**config.mk**
```make
export PLATFORM = sky130hd
export DESIGN_NAME = mrfl_ram
export DESIGN_NICKNAME = d
export VERILOG_FILES = /design/src/rtl/mrfl_ram.sv
export SDC_FILE = /design/constraint.sdc
export NUM_CORES = 2
export LEC_CHECK = 0
export BUFFER_PORTS_ARGS = -buffer_cell sky130_fd_sc_hd__buf_2
export CORE_MARGIN = 1
export CORE_UTILIZATION = 25
export DETAILED_ROUTE_END_ITERATION = 16
export SKIP_CTS_REPAIR_TIMING = 1
export SLEW_MARGIN = 5
export SYNTH_ARGS = -nofsm -noshare
export SYNTH_HDL_FRONTEND = slang
export SYNTH_SLANG_ARGS = --single-unit
```
**constraint.sdc**
```tcl
create_clock -name clk -period 2.5 [get_ports clk]
set_clock_uncertainty 0.15 [all_clocks]
set_input_delay 0.125 -clock clk [delete_from_list [all_inputs] [get_ports clk]]
set_output_delay 0.125 -clock clk [all_outputs]
set_load 0.01 [all_outputs]
```
**src/rtl/mrfl_ram.sv**
```systemverilog
module mrfl_ram #(
    parameter int WIDTH = 16,
    parameter int DEPTH = 256
) (
    input  logic                     clk,
    input  logic                     we,
    input  logic [$clog2(DEPTH)-1:0] waddr,
    input  logic [WIDTH-1:0]         wdata,
    input  logic                     re,
    input  logic [$clog2(DEPTH)-1:0] raddr,
    output logic [WIDTH-1:0]         rdata
);

    logic [WIDTH-1:0] mem [DEPTH];

    always_ff @(posedge clk)
    begin
        if (we)
        begin
            mem[waddr] <= wdata;
        end
    end

    always_ff @(posedge clk)
    begin
        if (re)
        begin
            rdata <= mem[raddr];
        end
    end

endmodule

```
# Word-level counts from Yosys, hierarchy flattened
# Memory sizes are Yosys's and may differ from the RTL's. A register that Yosys moved wholly into a read port is not among the register bits.
# Cells that the tools add are included.
word_totals:
  n_memories: 1
  mem_bits_rw: 4096
  out_inout_bits: 16
  register_bits: 0
  elab_cells: 3
op_classes:
  muxes: 2
memory_table:
  columns: ["name", "depth", "word_bits", "read_ports", "rd_ports_with_merged_regs", "write_ports", "line", "rtl"]
  rows:
  - ["mem", 256, 16, 1, 1, 1, "14", "logic [WIDTH-1:0] mem [DEPTH];"]
ops:
  columns: ["operator", "n"]
  rows:
  - ["1-bit two-way mux", 2]

# Depth between registers and ports, before layout
depth:
  depth_word: 2
  mapped_depth: 12

# Least setup slack after synthesis
# No wires, ideal clock.
synth_timing:
  path_kind: "input -> register"
  from: "in raddr[0]"
  to: "reg rdata[4] (read register of mem) (data pin)"
  t_arrival_ns: 2.109
  path_slack_ns: -0.024
  required_ns: 2.085
  cell_stages: 8
  path_cell_list: "buf_6 > buf_6 > buf_2 > mux4_2 > mux4_2 > a22o_1 > o32ai_2 > nor4_2"
synth_lines:
  columns: ["element", "line", "rtl"]
  rows:
  - ["from (decl)", "10", "input logic [$clog2(DEPTH)-1:0] raddr,"]
  - ["to (decl)", "11", "output logic [WIDTH-1:0] rdata"]

==> results.py <==
metrics = {
    "status": {
        "status": "finished with violations",
        "violations": "setup timing",
    },
    "die": {
        "core_area_mm2": 0.633,
        "core.rowCount": 292,
        "num_io_pins": 51,
        "initial_utilization_pct": 25.1,
        "die_area_mm2": 0.639,
        "die_h_um": 799,
        "die_x_um": 799,
    },
    "placed_design": {
        "port_buffers": 50,
        "hpwl_mm": 279,
        "dpl_worst_slack_ps": -1270,
        "placed_cell_area_mm2": 0.179,
        "globalplace.congestion": 0.864,
        "dp_cells": 16507,
    },
    "setup_path": {
        "cp-startpoint": "mem[19][9]$_DFFE_PP_",
        "cp_max_fo": 1,
        "worst-endpoint-required_ps": 3050,
        "rr_worst_depth": 5,
        "crit_path_end": "rdata[9]$_DFFE_PP_",
        "start_kind": "flip-flop",
        "timing.rr.end": "rdata[9]$_DFFE_PP_",
        "r2r-start": "mem[19][9]$_DFFE_PP_",
        "worst-setup-path-type": "flip-flop to flip-flop",
        "ff2ff_setup_slack_ps": -270,
        "arrival_ps": 3320,
        "setup.worst_path.end_class": "flip-flop",
    },
    "layout": {
        "fill_cells": 60793,
        "drive_above_1_share_pct": 31.8,
        "syn2layout_area_growth_pct": 21.6,
        "final_area_mm2": 0.193,
        "fin_nets": 8606,
        "final_core_util_pct": 30.5,
        "stdcell_count": 17315,
    },
    "routing": {
        "wirelength_mm": 437,
        "wl_per_cell_um": 25.2,
        "drtPass1Iterations": 5,
        "drc": 0,
        "drt-vias-per-instance": 4.69,
        "drtIter0Drc": 8596,
        "vias": 81174,
        "ant_nets": 0,
    },
    "cts": {
        "clock_path_buffers": 4,
        "clock_latency_ps": 1000,
        "cts_tree": "built",
        "htree_levels": 5,
        "cts_buffers": 411,
        "clkSinkCount": 4112,
        "clkTransAtPathRegs_ps": 60,
        "cts_root_buf": "clkbuf_16",
    },
    "sta": {
        "maxSlewViolCount": 0,
        "finalCritPeriodShare_pct": 111,
        "tightest_slew_ps": 1140,
        "slew-limit-headroom_pct": 23.1,
        "setup_viol": 15,
        "max_freq_ghz": 0.361,
        "fin_hold_ws_ps": 29.4,
        "fin_ws_ps": -269,
        "finalHoldViolCount": 0,
        "timing.final.crit_period_ps": 2770,
        "setup_tns_ps": -2630,
        "rsz0062_at_grt": "yes",
    },
    "global_route": {
        "antenna_found_initial": 36,
        "grt_pass1_wl_mm": 616,
        "grt_use_total_pct": 13.2,
        "first_global_vias": 80732,
        "grt_max_degree": 109,
        "overflow": 0,
    },
    "synth": {
        "synth_commonest_cells": "edfxtp_1, mux4_2, mux2i_1, nor2_1, o221ai_1",
        "netlist_instances": 7360,
        "yosysMostFrequentCell": "edfxtp_1",
        "syn_nets": 7395,
        "yosysTopAreaCellShare_pct": 77.7,
        "yosysSeqAreaShare_pct": 77.7,
        "synth_edf_count": 4112,
        "ys_types": 51,
        "ys_warn_count": 0,
        "yosys.area.top_type": "edfxtp_1",
        "synth_ff_type": "edfxtp_1",
        "syn-cell-area_mm2": 0.159,
        "ys_top_cells_by_area": "edfxtp_1, mux4_2, mux2i_1",
        "async_flop_share_pct": 0,
        "ys_ff_latch": 4112,
        "syn_area_per_cell_um2": 21.6,
    },
    "power": {
        "total_power_mw": 145,
        "peakVddDrop_uv": 584,
        "powerDensity_mw_per_mm2": 751,
        "power_leakage_nw": 61.3,
    },
    "worst_hold_path": {
        "worstHoldStart": "raddr[2]",
        "worstHoldPathType": "primary input to flip-flop",
    },
    "flow_run": {
        "max_cap_viol_count": 0,
    },
}
## cell type report
type	instances	area, um^2	share of cell area [%]
timing repair buffer	1250	12300	6.38
tap	8379	10500	5.43
antenna	17	42.5	0.0220
clock inverter	249	2300	1.19
sequential	4112	123000	63.9
inverter	4	27.5	0.0143
multi-input combinational	2792	33700	17.4
clock buffer	512	10800	5.59
## how the worst min path moves through the flow
stage / end / slack [ps] / depth (start not counted)
floorplan: mem[0][0]$_DFFE_PP_ / 70 / 0
global placement: mem[82][1]$_DFFE_PP_ / 300 / 1
detailed placement: mem[80][1]$_DFFE_PP_ / 310 / 1
CTS: mem[80][1]$_DFFE_PP_ / -750 / 1
global route: rdata[1]$_DFFE_PP_ / 30 / 7
finish: rdata[1]$_DFFE_PP_ / 30 / 7
## placed cells by master (no fill, tap or decap), types with 14 or more instances in the layout
| master | count |
|---|---|
| nor2_1 | 240 |
| clkinv_2 | 78 |
| a221oi_1 | 15 |
| a21oi_1 | 175 |
| o221ai_1 | 252 |
| a22o_4 | 18 |
| bufinv_16 | 36 |
| mux4_2 | 797 |
| clkbuf_16 | 417 |
| nand4_1 | 26 |
| buf_2 | 29 |
| nand3_1 | 26 |
| buf_8 | 17 |
| a22oi_1 | 41 |
| a211oi_1 | 18 |
| buf_4 | 943 |
| nor3_1 | 87 |
| nor4_2 | 15 |
| nor2_2 | 63 |
| edfxtp_1 | 4112 |
| mux2i_1 | 565 |
| dlygate4sd3_1 | 31 |
| clkbuf_1 | 95 |
| clkinv_1 | 98 |
| nand2_1 | 34 |
| o32ai_4 | 14 |
| buf_12 | 221 |
| o21ai_0 | 37 |
| mux2_2 | 80 |
| diode_2 | 17 |
| o22ai_1 | 148 |
## flip-flops by register name (all words and copies together) (netlist names)
register / flops
rdata: 16
mem: 4096
## worst max-delay path, cell delays in order, from the launching register on
cell and delay (ps):
edfxtp_1 380, mux4_2 490, mux4_2 540, a22o_4 310, o32ai_4 500, nor4_2 110
## where the power goes
part | internal (mW) | switching, mW
sequential | 76.0 | 0.144
clock | 34.4 | 26.1
combinational | 3.40 | 5.02
## cell families after synthesis
kind of cell,synth area share (%)
compound gates,3.53
simple gates,1.57
mux,15.5
buf+inv,1.69
flops,77.7
## routing by layer
| layer | vias up | track usage [%] | share of wire (%) |
|---|---|---|---|
| met5 | - | 0 | 0.035 |
| met4 | 24 | 3.68 | 2.8 |
| met3 | 544 | 2.65 | 7.7 |
| met2 | 3147 | 21.7 | 48 |
| met1 | 43654 | 17.7 | 41 |
| li1 | 33805 | - | - |
Power figures use the tool's default switching activity.
